### src/design/wmmcd_pkg.sv
package wmmcd_pkg;

   // Column bookkeeping.
   localparam int MAX_COLUMNS = 4096;
   localparam int COL_IDX_W   = $clog2(MAX_COLUMNS);
   localparam logic [COL_IDX_W-1:0] LAST_COLUMN = COL_IDX_W'(MAX_COLUMNS - 1);

   // Field widths fixed by the item layout.
   localparam int SAMPLE_W = 16;
   localparam int EXT_W    = 17;
   localparam int COLUMN_W = 12;
   localparam int ROW_W    = 14;
   localparam int PIX_W    = 12;
   localparam int BIN_W    = 16;

   // Width of the extreme times plot height product.
   localparam int PROD_W   = EXT_W + PIX_W;

   // Configuration port.
   localparam int CSR_INDEX_W = 8;
   localparam int CSR_DATA_W  = 16;

   typedef logic [CSR_INDEX_W-1:0] csr_index_type;

   localparam csr_index_type CSR_BIN_SIZE    = 8'd0;
   localparam csr_index_type CSR_SIXTEEN_BIT = 8'd1;
   localparam csr_index_type CSR_PLOT_HEIGHT = 8'd2;
   localparam csr_index_type CSR_Y_MIDDLE    = 8'd3;

   // What the accumulator hands to the row stage for the item in flight.
   typedef struct packed {
      logic                        emit;
      logic                        final_column;
      logic signed [EXT_W-1:0]     ext_max;
      logic signed [EXT_W-1:0]     ext_min;
      logic [COLUMN_W-1:0]         column;
   } accum_result_type;

endpackage

### src/design/wmmcd_if.sv
// Sample channel: one PCM sample per item.
interface wmmcd_req_if;
   logic                              valid;
   logic                              ready;
   logic [wmmcd_pkg::SAMPLE_W-1:0]    sample_raw;
   logic                              is_last;

   modport source (output valid, sample_raw, is_last, input ready);
   modport sink   (input valid, sample_raw, is_last, output ready);
endinterface

// Result channel: one column envelope per item.
interface wmmcd_rsp_if;
   logic                              valid;
   logic                              ready;
   logic [wmmcd_pkg::COLUMN_W-1:0]    column;
   logic signed [wmmcd_pkg::ROW_W-1:0] y_high;
   logic signed [wmmcd_pkg::ROW_W-1:0] y_low;
   logic                              final_column;

   modport source (output valid, column, y_high, y_low, final_column, input ready);
   modport sink   (input valid, column, y_high, y_low, final_column, output ready);
endinterface

// Configuration write channel.
interface wmmcd_csr_if;
   logic                              valid;
   logic                              ready;
   wmmcd_pkg::csr_index_type          index;
   logic [wmmcd_pkg::CSR_DATA_W-1:0]  data;

   modport source (output valid, index, data, input ready);
   modport sink   (input valid, index, data, output ready);
endinterface

### src/design/waveform_min_max_column_decimator.sv
// Min/max column decimator for waveform display.
//
// Samples enter on req_ch, one item per sample, with is_last marking the end
// of a clip. Each sample is folded into the running maximum and minimum of the
// current display column; when bin_size samples have arrived, or on the last
// sample, one item leaves on rsp_ch with the column index and the pixel rows of
// both extremes. Other samples produce no result.
// Registers are written on csr_ch, which is always ready; write them only
// while no sample is in flight.
// An accepted sample is held in the sample register, and its result is then
// loaded into the result register. Throughput is one sample per cycle while
// rsp_ch does not stall, since all the work for a sample is one pass of logic
// between the sample register and the result register. When rsp_ch stalls,
// the result register holds its item. Samples that do not close a column keep
// flowing through the sample register; the first one that would close a
// column waits there, and req_ch drops ready until the waiting result is taken.
// Synchronous reset clears the column index, the extremes and the sample count
// and restores the register defaults (bin_size 1, 8-bit mode, height and
// middle row 0).
module waveform_min_max_column_decimator (
   input  logic              clock,
   input  logic              reset,
   wmmcd_req_if.sink         req_ch,
   wmmcd_rsp_if.source       rsp_ch,
   wmmcd_csr_if.sink         csr_ch
);

   logic [wmmcd_pkg::BIN_W-1:0]        bin_size_ff;
   logic                               sixteen_bit_ff;
   logic [wmmcd_pkg::PIX_W-1:0]        plot_height_ff;
   logic [wmmcd_pkg::PIX_W-1:0]        y_middle_ff;

   logic                               s1_valid_ff, s1_valid_in;
   logic [wmmcd_pkg::SAMPLE_W-1:0]     s1_sample_ff;
   logic                               s1_last_ff;

   logic                               rsp_valid_ff, rsp_valid_in;
   logic [wmmcd_pkg::COLUMN_W-1:0]     rsp_column_ff;
   logic signed [wmmcd_pkg::ROW_W-1:0] rsp_high_ff, rsp_low_ff, high_row, low_row;
   logic                               rsp_final_ff;

   wmmcd_pkg::accum_result_type        res;
   logic                               out_free, s1_step, load_rsp, req_take;

   // Configuration registers.
   assign csr_ch.ready = 1'b1;

   always_ff @(posedge clock) begin
      if (reset) begin
         bin_size_ff    <= wmmcd_pkg::BIN_W'(1);
         sixteen_bit_ff <= 1'b0;
         plot_height_ff <= '0;
         y_middle_ff    <= '0;
      end else if (csr_ch.valid) begin
         unique case (csr_ch.index)
            wmmcd_pkg::CSR_BIN_SIZE:    bin_size_ff    <= csr_ch.data;
            wmmcd_pkg::CSR_SIXTEEN_BIT: sixteen_bit_ff <= csr_ch.data[0];
            wmmcd_pkg::CSR_PLOT_HEIGHT: plot_height_ff <= csr_ch.data[wmmcd_pkg::PIX_W-1:0];
            wmmcd_pkg::CSR_Y_MIDDLE:    y_middle_ff    <= csr_ch.data[wmmcd_pkg::PIX_W-1:0];
            default: ;
         endcase
      end
   end

   // Flow control: the sample register moves on unless its item closes a
   // column while the result register is still occupied.
   assign out_free     = !rsp_valid_ff || rsp_ch.ready;
   assign s1_step      = s1_valid_ff && (!res.emit || out_free);
   assign load_rsp     = s1_step && res.emit;
   assign req_ch.ready = !s1_valid_ff || s1_step;
   assign req_take     = req_ch.valid && req_ch.ready;
   assign s1_valid_in  = req_take ? 1'b1 : (s1_step ? 1'b0 : s1_valid_ff);
   assign rsp_valid_in = load_rsp ? 1'b1 : (rsp_ch.ready ? 1'b0 : rsp_valid_ff);

   // Sample register.
   always_ff @(posedge clock) begin
      if (reset) begin
         s1_valid_ff <= 1'b0;
      end else begin
         s1_valid_ff <= s1_valid_in;
      end
   end

   always_ff @(posedge clock) begin
      if (req_take) begin
         s1_sample_ff <= req_ch.sample_raw;
         s1_last_ff   <= req_ch.is_last;
      end
   end

   // Column extremes and bin counting.
   wmmcd_accum u_accum (
      .clock       (clock),
      .reset       (reset),
      .step        (s1_step),
      .sample_raw  (s1_sample_ff),
      .is_last     (s1_last_ff),
      .sixteen_bit (sixteen_bit_ff),
      .bin_size    (bin_size_ff),
      .result      (res)
   );

   // Pixel rows for both extremes.
   wmmcd_row u_row_high (
      .extreme     (res.ext_max),
      .plot_height (plot_height_ff),
      .y_middle    (y_middle_ff),
      .sixteen_bit (sixteen_bit_ff),
      .row         (high_row)
   );

   wmmcd_row u_row_low (
      .extreme     (res.ext_min),
      .plot_height (plot_height_ff),
      .y_middle    (y_middle_ff),
      .sixteen_bit (sixteen_bit_ff),
      .row         (low_row)
   );

   // Result register.
   always_ff @(posedge clock) begin
      if (reset) begin
         rsp_valid_ff <= 1'b0;
      end else begin
         rsp_valid_ff <= rsp_valid_in;
      end
   end

   always_ff @(posedge clock) begin
      if (load_rsp) begin
         rsp_column_ff <= res.column;
         rsp_high_ff   <= high_row;
         rsp_low_ff    <= low_row;
         rsp_final_ff  <= res.final_column;
      end
   end

   assign rsp_ch.valid        = rsp_valid_ff;
   assign rsp_ch.column       = rsp_column_ff;
   assign rsp_ch.y_high       = rsp_high_ff;
   assign rsp_ch.y_low        = rsp_low_ff;
   assign rsp_ch.final_column = rsp_final_ff;

   // A result appears only after a sample that closed a column.
   a_rsp_from_step: assert property (@(posedge clock) disable iff (reset)
      $rose(rsp_valid_ff) |-> $past(load_rsp))
      else $error("result valid without a closing sample");

   // A closing sample always lands in the result register.
   a_step_loads: assert property (@(posedge clock) disable iff (reset)
      load_rsp |=> rsp_valid_ff)
      else $error("closing sample lost");

   // The sample channel stalls only behind a waiting result.
   a_stall_reason: assert property (@(posedge clock) disable iff (reset)
      !req_ch.ready |-> (s1_valid_ff && res.emit && rsp_valid_ff && !rsp_ch.ready))
      else $error("sample channel stalled without cause");

endmodule

### src/design/wmmcd_accum.sv
module wmmcd_accum (
   input  logic                              clock,
   input  logic                              reset,
   input  logic                              step,
   input  logic [wmmcd_pkg::SAMPLE_W-1:0]    sample_raw,
   input  logic                              is_last,
   input  logic                              sixteen_bit,
   input  logic [wmmcd_pkg::BIN_W-1:0]       bin_size,
   output wmmcd_pkg::accum_result_type       result
);

   logic [wmmcd_pkg::BIN_W-1:0]         count_ff, count_in, count_inc, limit;
   logic signed [wmmcd_pkg::EXT_W-1:0]  max_ff, max_in, min_ff, min_in;
   logic signed [wmmcd_pkg::EXT_W-1:0]  value, new_max, new_min;
   logic [wmmcd_pkg::COL_IDX_W-1:0]     col_ff, col_in;
   logic                                emit;

   // Decode the sample: signed 16-bit, or the low byte offset by 128.
   always_comb begin
      if (sixteen_bit) begin
         value = {sample_raw[15], sample_raw};
      end else begin
         value = {{9{~sample_raw[7]}}, ~sample_raw[7], sample_raw[6:0]};
      end
   end

   // Fold the sample into the column extremes and decide whether it closes the column.
   assign new_max   = (value > max_ff) ? value : max_ff;
   assign new_min   = (value < min_ff) ? value : min_ff;
   assign count_inc = count_ff + 1'b1;
   assign limit     = (bin_size == '0) ? wmmcd_pkg::BIN_W'(1) : bin_size;
   assign emit      = (count_inc >= limit) || (count_inc == '0) || is_last;

   assign result.emit         = emit;
   assign result.final_column = is_last;
   assign result.ext_max      = new_max;
   assign result.ext_min      = new_min;
   assign result.column       = wmmcd_pkg::COLUMN_W'(col_ff);

   // Next state: clear after a closed column, column index saturates.
   always_comb begin
      count_in = count_ff;
      max_in   = max_ff;
      min_in   = min_ff;
      col_in   = col_ff;
      if (step) begin
         if (emit) begin
            count_in = '0;
            max_in   = '0;
            min_in   = '0;
            if (col_ff != wmmcd_pkg::LAST_COLUMN) begin
               col_in = col_ff + 1'b1;
            end
         end else begin
            count_in = count_inc;
            max_in   = new_max;
            min_in   = new_min;
         end
      end
   end

   always_ff @(posedge clock) begin
      if (reset) begin
         count_ff <= '0;
         max_ff   <= '0;
         min_ff   <= '0;
         col_ff   <= '0;
      end else begin
         count_ff <= count_in;
         max_ff   <= max_in;
         min_ff   <= min_in;
         col_ff   <= col_in;
      end
   end

endmodule

### src/design/wmmcd_row.sv
module wmmcd_row (
   input  logic signed [wmmcd_pkg::EXT_W-1:0]  extreme,
   input  logic [wmmcd_pkg::PIX_W-1:0]         plot_height,
   input  logic [wmmcd_pkg::PIX_W-1:0]         y_middle,
   input  logic                                sixteen_bit,
   output logic signed [wmmcd_pkg::ROW_W-1:0]  row
);

   logic                                  neg;
   logic [wmmcd_pkg::EXT_W-1:0]           mag;
   logic [wmmcd_pkg::PROD_W-1:0]          prod;
   logic [wmmcd_pkg::PROD_W:0]            div_sum;
   logic [wmmcd_pkg::ROW_W-1:0]           q8, q16, quot, offset;

   // Work on the magnitude so the quotient truncates toward zero.
   assign neg  = extreme[wmmcd_pkg::EXT_W-1];
   assign mag  = neg ? (~extreme + 1'b1) : extreme;
   assign prod = wmmcd_pkg::PROD_W'(mag) * wmmcd_pkg::PROD_W'(plot_height);

   // Divide by 128 with a shift; divide by 65535 as (x + x/65536 + 1) / 65536,
   // which is exact for every product this width can hold.
   assign q8      = prod[7 +: wmmcd_pkg::ROW_W];
   assign div_sum = (wmmcd_pkg::PROD_W + 1)'(prod) + (wmmcd_pkg::PROD_W + 1)'(prod >> 16)
                    + 1'b1;
   assign q16     = div_sum[16 +: wmmcd_pkg::ROW_W];
   assign quot    = sixteen_bit ? q16 : q8;

   // Apply the sign and offset from the zero line; rows wrap to 14 bits.
   assign offset = neg ? (~quot + 1'b1) : quot;
   assign row    = wmmcd_pkg::ROW_W'(y_middle) + offset;

endmodule
### src/flat_wrapper.sv
// flat-port wrapper written by rule: the top's interface ports become plain ports
module waveform_min_max_column_decimator_flat 
  (clock, reset, req_ch_valid, req_ch_sample_raw, req_ch_is_last, req_ch_ready, rsp_ch_valid, rsp_ch_column, rsp_ch_y_high, rsp_ch_y_low, rsp_ch_final_column, rsp_ch_ready, csr_ch_valid, csr_ch_index, csr_ch_data, csr_ch_ready);
  wmmcd_req_if req_ch_i ();
  wmmcd_rsp_if rsp_ch_i ();
  wmmcd_csr_if csr_ch_i ();
  input  logic clock;
  input  logic reset;
  input wire logic [$bits(req_ch_i.valid)-1:0] req_ch_valid;
  input wire logic [$bits(req_ch_i.sample_raw)-1:0] req_ch_sample_raw;
  input wire logic [$bits(req_ch_i.is_last)-1:0] req_ch_is_last;
  output wire logic [$bits(req_ch_i.ready)-1:0] req_ch_ready;
  output wire logic [$bits(rsp_ch_i.valid)-1:0] rsp_ch_valid;
  output wire logic [$bits(rsp_ch_i.column)-1:0] rsp_ch_column;
  output wire logic [$bits(rsp_ch_i.y_high)-1:0] rsp_ch_y_high;
  output wire logic [$bits(rsp_ch_i.y_low)-1:0] rsp_ch_y_low;
  output wire logic [$bits(rsp_ch_i.final_column)-1:0] rsp_ch_final_column;
  input wire logic [$bits(rsp_ch_i.ready)-1:0] rsp_ch_ready;
  input wire logic [$bits(csr_ch_i.valid)-1:0] csr_ch_valid;
  input wire logic [$bits(csr_ch_i.index)-1:0] csr_ch_index;
  input wire logic [$bits(csr_ch_i.data)-1:0] csr_ch_data;
  output wire logic [$bits(csr_ch_i.ready)-1:0] csr_ch_ready;
  assign req_ch_i.valid = req_ch_valid;
  assign req_ch_i.sample_raw = req_ch_sample_raw;
  assign req_ch_i.is_last = req_ch_is_last;
  assign req_ch_ready = req_ch_i.ready;
  assign rsp_ch_valid = rsp_ch_i.valid;
  assign rsp_ch_column = rsp_ch_i.column;
  assign rsp_ch_y_high = rsp_ch_i.y_high;
  assign rsp_ch_y_low = rsp_ch_i.y_low;
  assign rsp_ch_final_column = rsp_ch_i.final_column;
  assign rsp_ch_i.ready = rsp_ch_ready;
  assign csr_ch_i.valid = csr_ch_valid;
  assign csr_ch_i.index = csr_ch_index;
  assign csr_ch_i.data = csr_ch_data;
  assign csr_ch_ready = csr_ch_i.ready;
  waveform_min_max_column_decimator u_core (.clock(clock), .reset(reset), .req_ch(req_ch_i), .rsp_ch(rsp_ch_i), .csr_ch(csr_ch_i));
endmodule
### config.mk
export PLATFORM = sky130hd
export DESIGN_NAME = waveform_min_max_column_decimator_flat
export DESIGN_NICKNAME = d
export VERILOG_FILES = /design/src/design/wmmcd_pkg.sv /design/src/design/wmmcd_if.sv /design/src/design/waveform_min_max_column_decimator.sv /design/src/design/wmmcd_accum.sv /design/src/design/wmmcd_row.sv /design/src/flat_wrapper.sv
export SDC_FILE = /design/constraint.sdc
export NUM_CORES = 1
export LEC_CHECK = 0
export BUFFER_PORTS_ARGS = -buffer_cell sky130_fd_sc_hd__buf_2
export CAP_MARGIN = 10
export CORE_ASPECT_RATIO = 0.8
export CORE_UTILIZATION = 33
export DETAILED_ROUTE_END_ITERATION = 10
export HOLD_SLACK_MARGIN = 0.05
export PLACE_DENSITY = 0.48
export SLEW_MARGIN = 10
export SYNTH_ARGS = -nofsm -noshare
export SYNTH_HDL_FRONTEND = slang
export SYNTH_SLANG_ARGS = --single-unit
### constraint.sdc
create_clock -name clock -period 15.5 [get_ports clock]
set_input_delay 3.1 -clock clock [delete_from_list [all_inputs] [get_ports clock]]
set_output_delay 3.1 -clock clock [all_outputs]
set_load 0.1 [all_outputs]
# After elaboration in Yosys (flattened, before gate mapping)
# Index checks and enable logic that the tools add are counted.
[totals] register_bits=163 latchBits=0 ramBits=0 mem_bits_ro=0 mem_count=0
[classes] addsub=12 mul=2 div_mod_pow=0 magnitude_cmp=3 eq_ne=4 shift=0 muxes=17 n_bitwise=5 reduce_logical=21
[ops] operator="2-to-1 mux 17 bit" n=7
[ops] operator="adder 29 x 13 -> 30 bit" n=2
[ops] operator="adder 30 x 1 -> 30 bit, second input constant" n=2
[ops] operator="multiplier 17 x 12 -> 29 bit" n=2
[ops] operator="2-to-1 mux 14 bit" n=4
[ops] operator="adder 17 x 1 -> 17 bit, second input constant" n=2
[ops] operator="inverter 17 bit" n=2
[ops] operator="zero test 16 bit" n=2
[ops] operator="2-to-1 mux 16 bit" n=2
[ops] operator="adder 12 x 14 -> 14 bit" n=2
[ops] operator="adder 14 x 1 -> 14 bit, second input constant" n=2
[ops] operator="inverter 14 bit" n=2
[ops] operator="> comparator 17 bit" n=1
[ops] operator="less-than comparator 17 bit" n=1
[ops] operator="adder 16 x 1 -> 16 bit, second input constant" n=1
[ops] operator="equality test 8 x 2 -> 1 bit, second input constant" n=2
[ops] operator="greater-or-equal comparator 16 bit" n=1
[ops] operator="adder 12 x 1 -> 12 bit, second input constant" n=1
[ops] operator="inequality test 12 bit, second input constant" n=1
[ops] operator="equality test 8 x 1 -> 1 bit, second input constant" n=1
[ops] operator="zero test 8 bit" n=1
[ops] operator="AND reduction 2 bit" n=4
[ops] operator="logical OR 1 bit" n=5
[ops] operator="2-to-1 mux 1 bit" n=4
[ops] operator="other kinds (5)" n=10

# Longest topological paths before layout
[depth] depth_word=15 ltp_mapped=69 depth_no_buf=64

# Cells and area by module
# From an unflattened synthesis, not the netlist that was laid out.
[unflattened] hier_cells=3069 hier_area_um2=26160.1
[modules_own_cells] module="wmmcd_row (u_core.u_row_low)" n_inst=1 cells_per_inst=1132 area_per_inst_um2=9029.9 seq_area_each_um2=0.0
[modules_own_cells] module="wmmcd_row (u_core.u_row_high)" n_inst=1 cells_per_inst=1139 area_per_inst_um2=8984.9 seq_area_each_um2=0.0
[modules_own_cells] module="wmmcd_accum" n_inst=1 cells_per_inst=569 area_per_inst_um2=4550.6 seq_area_each_um2=1241.2
[modules_own_cells] module="waveform_min_max_column_decimator" n_inst=1 cells_per_inst=229 area_per_inst_um2=3594.7 seq_area_each_um2=2602.5

# Worst setup path after synthesis
# OpenSTA, ideal clock, no wires.
[synth_path] path_kind="reg2reg" from="register u_core.sixteen_bit_ff" to="register u_core.rsp_high_ff, in the netlist u_core.rsp_ch.y_high[13] (data pin)" arrival_time_ps=13938 setup_slack_ps=1300 path_stages_with_launch=68 n_path_buf=7 cell_sequence="dfxtp_1 clkbuf_1 clkbuf_1 a21oi_1 inv_1 ha_1 clkbuf_1 nand4_1 nor3_1 o31a_1 a211oi_1 nand2b_1 a21oi_1 clkbuf_1 buf_1 clkbuf_1 mux2i_1 ha_1 [... 32 more ...] ha_1 nand2_1 o21ai_0 ha_1 a21o_1 a21oi_1 o21bai_1 a21oi_1 o21bai_1 a21oi_1 o21bai_1 a21oi_1 nor2b_1 o31a_1 a2bb2oi_1 a21bo_1 a311oi_1 xnor2_1"
[synth_via] elab_chain_len=14
[synth_rtl] item="start, declared" line_no="waveform_min_max_column_decimator.sv:29" rtl="logic sixteen_bit_ff;"
[synth_rtl] item="start signal, assigned" line_no="waveform_min_max_column_decimator.sv:57" rtl="wmmcd_pkg::CSR_SIXTEEN_BIT: sixteen_bit_ff <= csr_ch.data[0];"
[synth_rtl] item="2-to-1 mux 17 bit" line_no="wmmcd_accum.sv:20" rtl="if (sixteen_bit) begin"
[synth_rtl] item="> comparator 17 bit" line_no="wmmcd_accum.sv:28" rtl="assign new_max = (value > max_ff) ? value : max_ff;"
[synth_rtl] item="2-to-1 mux 17 bit" line_no="wmmcd_accum.sv:28"
[synth_rtl] item="inverter 17 bit" line_no="wmmcd_row.sv:17" rtl="assign mag = neg ? (~extreme + 1'b1) : extreme;"
[synth_rtl] item="adder 17 x 1 -> 17 bit" line_no="wmmcd_row.sv:17"
[synth_rtl] item="2-to-1 mux 17 bit" line_no="wmmcd_row.sv:17"
[synth_rtl] item="multiplier 17 x 12 -> 29 bit" line_no="wmmcd_row.sv:18" rtl="assign prod = wmmcd_pkg::PROD_W'(mag) * wmmcd_pkg::PROD_W'(plot_height);"
[synth_rtl] item="adder 29 x 13 -> 30 bit" line_no="wmmcd_row.sv:23" rtl="assign div_sum = (wmmcd_pkg::PROD_W + 1)'(prod) + (wmmcd_pkg::PROD_W + 1)'(prod >> 16)"
[synth_rtl] item="adder 30 x 1 -> 30 bit" line_no="wmmcd_row.sv:24" rtl="+ 1'b1;"
[synth_rtl] item="2-to-1 mux 14 bit" line_no="wmmcd_row.sv:26" rtl="assign quot = sixteen_bit ? q16 : q8;"
[synth_rtl] item="inverter 14 bit" line_no="wmmcd_row.sv:29" rtl="assign offset = neg ? (~quot + 1'b1) : quot;"
[synth_rtl] item="adder 14 x 1 -> 14 bit" line_no="wmmcd_row.sv:29"
[synth_rtl] item="2-to-1 mux 14 bit (*)" line_no="wmmcd_row.sv:29"
[synth_rtl] item="adder 12 x 14 -> 14 bit (*)" line_no="wmmcd_row.sv:30" rtl="assign row = wmmcd_pkg::ROW_W'(y_middle) + offset;"
[synth_rtl] item="via u_core.high_row, one bit" line_no="waveform_min_max_column_decimator.sv:39" rtl="logic signed [wmmcd_pkg::ROW_W-1:0] rsp_high_ff, rsp_low_ff, high_row, low_row;"
[synth_rtl] item="end signal, assigned" line_no="waveform_min_max_column_decimator.sv:132" rtl="rsp_high_ff <= high_row;"
[synth_rtl] item="end, declared" line_no="waveform_min_max_column_decimator.sv:39"
# Mark *: on every way through the listed nets, which the timed path passes. The rest lies on a longest branch.
# A chain may end at the register's enable or synchronous reset.

# Final worst setup path
[layout_path] from="register u_core.s1_sample_ff[7] (netlist bit)" to="register u_core.rsp_high_ff, in the netlist u_core.rsp_ch.y_high[13] (data pin)"
[layout_via] elab_chain_len=15
[layout_rtl] item="start, declared" line_no="waveform_min_max_column_decimator.sv:34" rtl="logic [wmmcd_pkg::SAMPLE_W-1:0] s1_sample_ff;"
[layout_rtl] item="start signal, assigned" line_no="waveform_min_max_column_decimator.sv:86" rtl="s1_sample_ff <= req_ch.sample_raw;"
[layout_rtl] item="inverter 1 bit" line_no="wmmcd_accum.sv:23" rtl="value = {{9{~sample_raw[7]}}, ~sample_raw[7], sample_raw[6:0]};"
[layout_rtl] item="2-to-1 mux 17 bit (*)" line_no="wmmcd_accum.sv:20"
[layout_rtl] item="> comparator 17 bit" line_no="wmmcd_accum.sv:28"
[layout_rtl] item="2-to-1 mux 17 bit (*)" line_no="wmmcd_accum.sv:28"
[layout_rtl] item="inverter 17 bit" line_no="wmmcd_row.sv:17"
[layout_rtl] item="adder 17 x 1 -> 17 bit" line_no="wmmcd_row.sv:17"
[layout_rtl] item="2-to-1 mux 17 bit" line_no="wmmcd_row.sv:17"
[layout_rtl] item="multiplier 17 x 12 -> 29 bit" line_no="wmmcd_row.sv:18"
[layout_rtl] item="adder 29 x 13 -> 30 bit" line_no="wmmcd_row.sv:23"
[layout_rtl] item="adder 30 x 1 -> 30 bit" line_no="wmmcd_row.sv:24"
[layout_rtl] item="2-to-1 mux 14 bit" line_no="wmmcd_row.sv:26"
[layout_rtl] item="inverter 14 bit" line_no="wmmcd_row.sv:29"
[layout_rtl] item="adder 14 x 1 -> 14 bit" line_no="wmmcd_row.sv:29"
[layout_rtl] item="2-to-1 mux 14 bit (*)" line_no="wmmcd_row.sv:29"
[layout_rtl] item="adder 12 x 14 -> 14 bit (*)" line_no="wmmcd_row.sv:30"
[layout_rtl] item="via u_core.high_row, one bit" line_no="waveform_min_max_column_decimator.sv:39"
# Marks and branches as above.

==> results by group <==
Clock tree
  • Register clock-pin slew on the reported worst setup and hold paths: 0.08 ns
  • # hold bufs at CTS: 0
  • Insertion delay of the later-clocked pin in the worst-skew pair: 0.46 ns
  • Clk root buf: clkbuf_16
  • H-Tree Depth: 4
  • Clock tree from TritonCTS: yes
  • Num CTS Buffers: 17
  • Buffers from clock root to sink, at most: 2
  • Number of clock sinks: approximately 160

Route
  • Routed len/inst: around 19 um
  • Antenna-violating nets left: 0
  • Routed wire length: 78.2 mm
  • Number of DRC markers in iteration 0: 1615
  • Number of vias per cell after detailed routing: 5.15
  • Number of remaining DRC errors: 0
  • Length of the first detailed-routing pass in iterations: 5
  • Detailed-route via count: 20983

STA
  • Remaining max-slew budget at the tightest pin: 20.4%
  • Slew at the pin with the worst max-slew slack: around 1.2 ns
  • Setup violators final: 0
  • Post-route clock period utilization: 94.7%
  • Final-report hold violation count: 0
  • Final critical path time including I/O delays and setup: 14.68 ns
  • Largest clock skew in the final design: 0.0187 ns
  • Slack of the critical path: a little over 0.8 ns
  • Setup TNS after final layout: 0 ns
  • Final-report max-slew violation count: 0
  • Fmax: 0.0681 GHz
  • Tightest hold margin: between 0.4 and 0.5 ns

Yosys
  • Warnings from Yosys: 0
  • Top cell type's share of synthesized area: between 20% and 30%
  • Post-synth ARST share: 0%
  • Ranking of synthesized cells by instance count: 485 x inv_1, 378 x nand2_1, 302 x fa_1
  • Most used standard cell by instance count after synthesis: inv_1
  • Leading post-synthesis cells by cell area: fa_1 24%, ha_1 12%, dfxtp_1 8.4%
  • Synthesized net count: 3547
  • Cell area after synthesis: ~25000 um^2
  • Cell variety after synth: 95
  • Average footprint of a synthesized cell: 8.46 um^2
  • Most area-hungry cell type in the Yosys netlist: fa_1
  • Flip-flop and latch count after synthesis: 163
  • Number of instances in the synthesized netlist: ~3000
  • Proportion of synthesized chip area in sequential cells: 15.3%
  • Dominant synthesized flop cell: dfxtp_1
  • Number of synthesized flops with an enable pin: 58

Die
  • Area enclosed by the die boundary: around 77000 um^2
  • Number of top-level pins: 90
  • Standard cell core area: 75300 um^2
  • Cell row count: 90
  • DIE WIDTH: 310 um
  • Die Height: 249 um
  • Initial core utilization: 33.3%

Outcome
  • Outcome: finished, final reports clean

Global route
  • First-pass GRT wire length: around 120 mm
  • Antenna violations before repair: 0
  • Sum of overflow across all layers after global routing: 0
  • Global router's overall resource usage: 20.4%
  • Vias in the first global route: ~22000
  • Pin count of the biggest net entering global routing: 82

Placed design
  • GPL Wtd Cong: around 0.94
  • Port Buf Inserts: 88
  • HPWL reported at the end of detailed placement: around 63 mm
  • Worst setup slack before clock tree synthesis: -0.00873 ns

Critical path
  • R2r endpoint: u_core.rsp_ch.y_high[13]
  • Launching instance or port of the critical path: u_core.s1_sample_ff[7]
  • Arrival time reported for the critical path endpoint: ~15 ns
  • Crit. End Element: flop
  • FF-to-FF setup slack: 0.82 ns
  • Slowest cell on the critical path: fa_1
  • Biggest cell delay along the critical path: approximately 0.55 ns
  • Cells on worst reg2reg path: 64
  • Element type at the critical path start: flop
  • Largest driver fanout on the critical path: 11
  • Worst reg2reg path startpoint: u_core.s1_sample_ff[7]
  • WS Path Type: flop to flop
  • Required arrival time at the worst endpoint: around 16 ns

Finish
  • Fin nets: between 3000 and 4000
  • Final antenna diode count: 0
  • Fill cell total of the finished layout: 7719
  • Share of post-route cells with drive strength above 1: a little over a tenth
  • Synth-to-layout area growth: 11.6%

Min path
  • Instance count along the most critical hold path: 0
  • Start point of the worst min-delay path: u_core.u_accum.col_ff[8]
  • Hold Crit Class: flop to flop
  • End point of the most critical hold path: u_core.rsp_ch.column[8]

Flow run
  • Max-cap violations: 0

Power and ir drop
  • Leakage power: approximately 13 nW
  • Maximum ir drop on the vdd rail: 71.1 uV
  • Power density normalized to cell area: 41.6 nW/um^2
==> cells by family after synthesis <==
| logic type | after synthesis | synth area share, % |
|---|---|---|
| xor+xnor | 161 | 5.71 |
| other cells | 1 | 0.0150 |
| fa+ha+maj | 538 | 35.9 |
| compound gates | 483 | 13.4 |
| simple gates | 927 | 17.6 |
| mux | 68 | 2.73 |
| flops | 163 | 15.3 |
| buf+inv | 622 | 9.36 |
==> how the worst max path moves through the flow <==
stage	to	slack (ns)	depth (start not counted)
after detailed placement	u_core.rsp_ch.y_high[13]	-0.009	60
after global placement	u_core.rsp_ch.y_high[13]	0.43	60
final	u_core.rsp_ch.y_high[13]	0.82	64
after global routing	u_core.rsp_ch.y_low[12]	-0.006	63
after floorplan	u_core.rsp_ch.y_high[13]	1.30	67
after CTS	u_core.rsp_ch.y_high[13]	0.06	61
==> state kept, by name, summed over array words and instances (netlist names) <==
| name | flops |
|---|---|
| u_core.u_accum.max_ff | 17 |
| u_core.u_accum.min_ff | 17 |
| u_core.bin_size_ff | 16 |
| u_core.s1_sample_ff | 16 |
| u_core.u_accum.count_ff | 16 |
| u_core.rsp_ch.y_high | 14 |
| u_core.rsp_ch.y_low | 14 |
| u_core.plot_height_ff | 12 |
| u_core.rsp_ch.column | 12 |
| u_core.u_accum.col_ff | 12 |
| u_core.y_middle_ff | 12 |
| u_core.rsp_ch.final_column | 1 |
| u_core.rsp_ch.valid | 1 |
| u_core.s1_last_ff | 1 |
| u_core.s1_valid_ff | 1 |
| u_core.sixteen_bit_ff | 1 |
==> routing by layer <==
metal / wire length, um / up-vias / GRT usage, %
met4: 890 / 0 / 2.97
met2: 33500 / 537 / 30.9
met1: 40500 / 10516 / 31.6
met3: 3340 / 54 / 2.00
li1: - / 9876 / -
met5: 0 / - / 0
==> placed cells by master (no fill, tap or decap), drive strengths merged, types with 14 or more instances in the layout <==
cell,n
a21oi,145
o31ai,17
nor2b,14
a31oi,21
a211oi,17
ha,236
nand3,54
xnor2,117
o21a,14
fa,302
and3,16
a21o,47
nand2,378
a22o,26
inv,494
nor4,22
buf,203
o21bai,20
nand4,18
a22oi,19
edfxtp,58
nor2,175
nor3,41
xor2,44
and4,14
dfxtp,105
o21ai,64
clkbuf,17
and2,140
mux2i,64
==> power breakdown <==
group	switching [mW]	total, mW	internal, mW
clock	0.226	0.448	0.222
sequential	0.00733	0.458	0.451
combinational	0.187	0.257	0.0700
==> critical path, delay by kind of cell (launching register included) <==
kind / cells / cell delay [ns]
muxes: 1 / 0.32
xor gates and xnor gates: 4 / 0.76
adders and majority gates: 10 / 4.10
buffers and inverters: 9 / 1.12
AOI/OAI and AO/OA: 28 / 5.54
and+or+nand+nor: 12 / 2.10
DFF: 1 / 0.47
==> through the flow <==
stage | utilization, % | power (mW) | cell area (um^2) | cells
3_5_place_dp | 36.0 | 0.716 | 27100 | 4035
2_1_floorplan | - | 0.608 | 25100 | 2963
4_1_cts | 36.8 | 1.16 | 27700 | 4067
5_1_grt | 37.1 | 1.21 | 28000 | 4077
3_3_place_gp | 36.0 | 0.715 | 27100 | 4035
6_report | 37.1 | 1.16 | 28000 | 4077
==> cell type report <==
cell class | count | area (um^2) | area share (%)
clock inverter | 15 | 201 | 0.720
multi-input combinational | 2179 | 19100 | 68.3
timing repair buffer | 203 | 1310 | 4.67
tap | 1012 | 1270 | 4.52
sequential | 163 | 3850 | 13.8
clock buffer | 17 | 425 | 1.52
inverter | 488 | 1830 | 6.55
==> what timing repair did <==
action                     4_1_cts  5_1_grt
cloned                           0        1
pin swaps                        0        3
setup buffers                    0        9
gates resized for setup          1       35
setup endpoints to repair        1       13
Note: power is estimated with default switching activity, not from simulation.
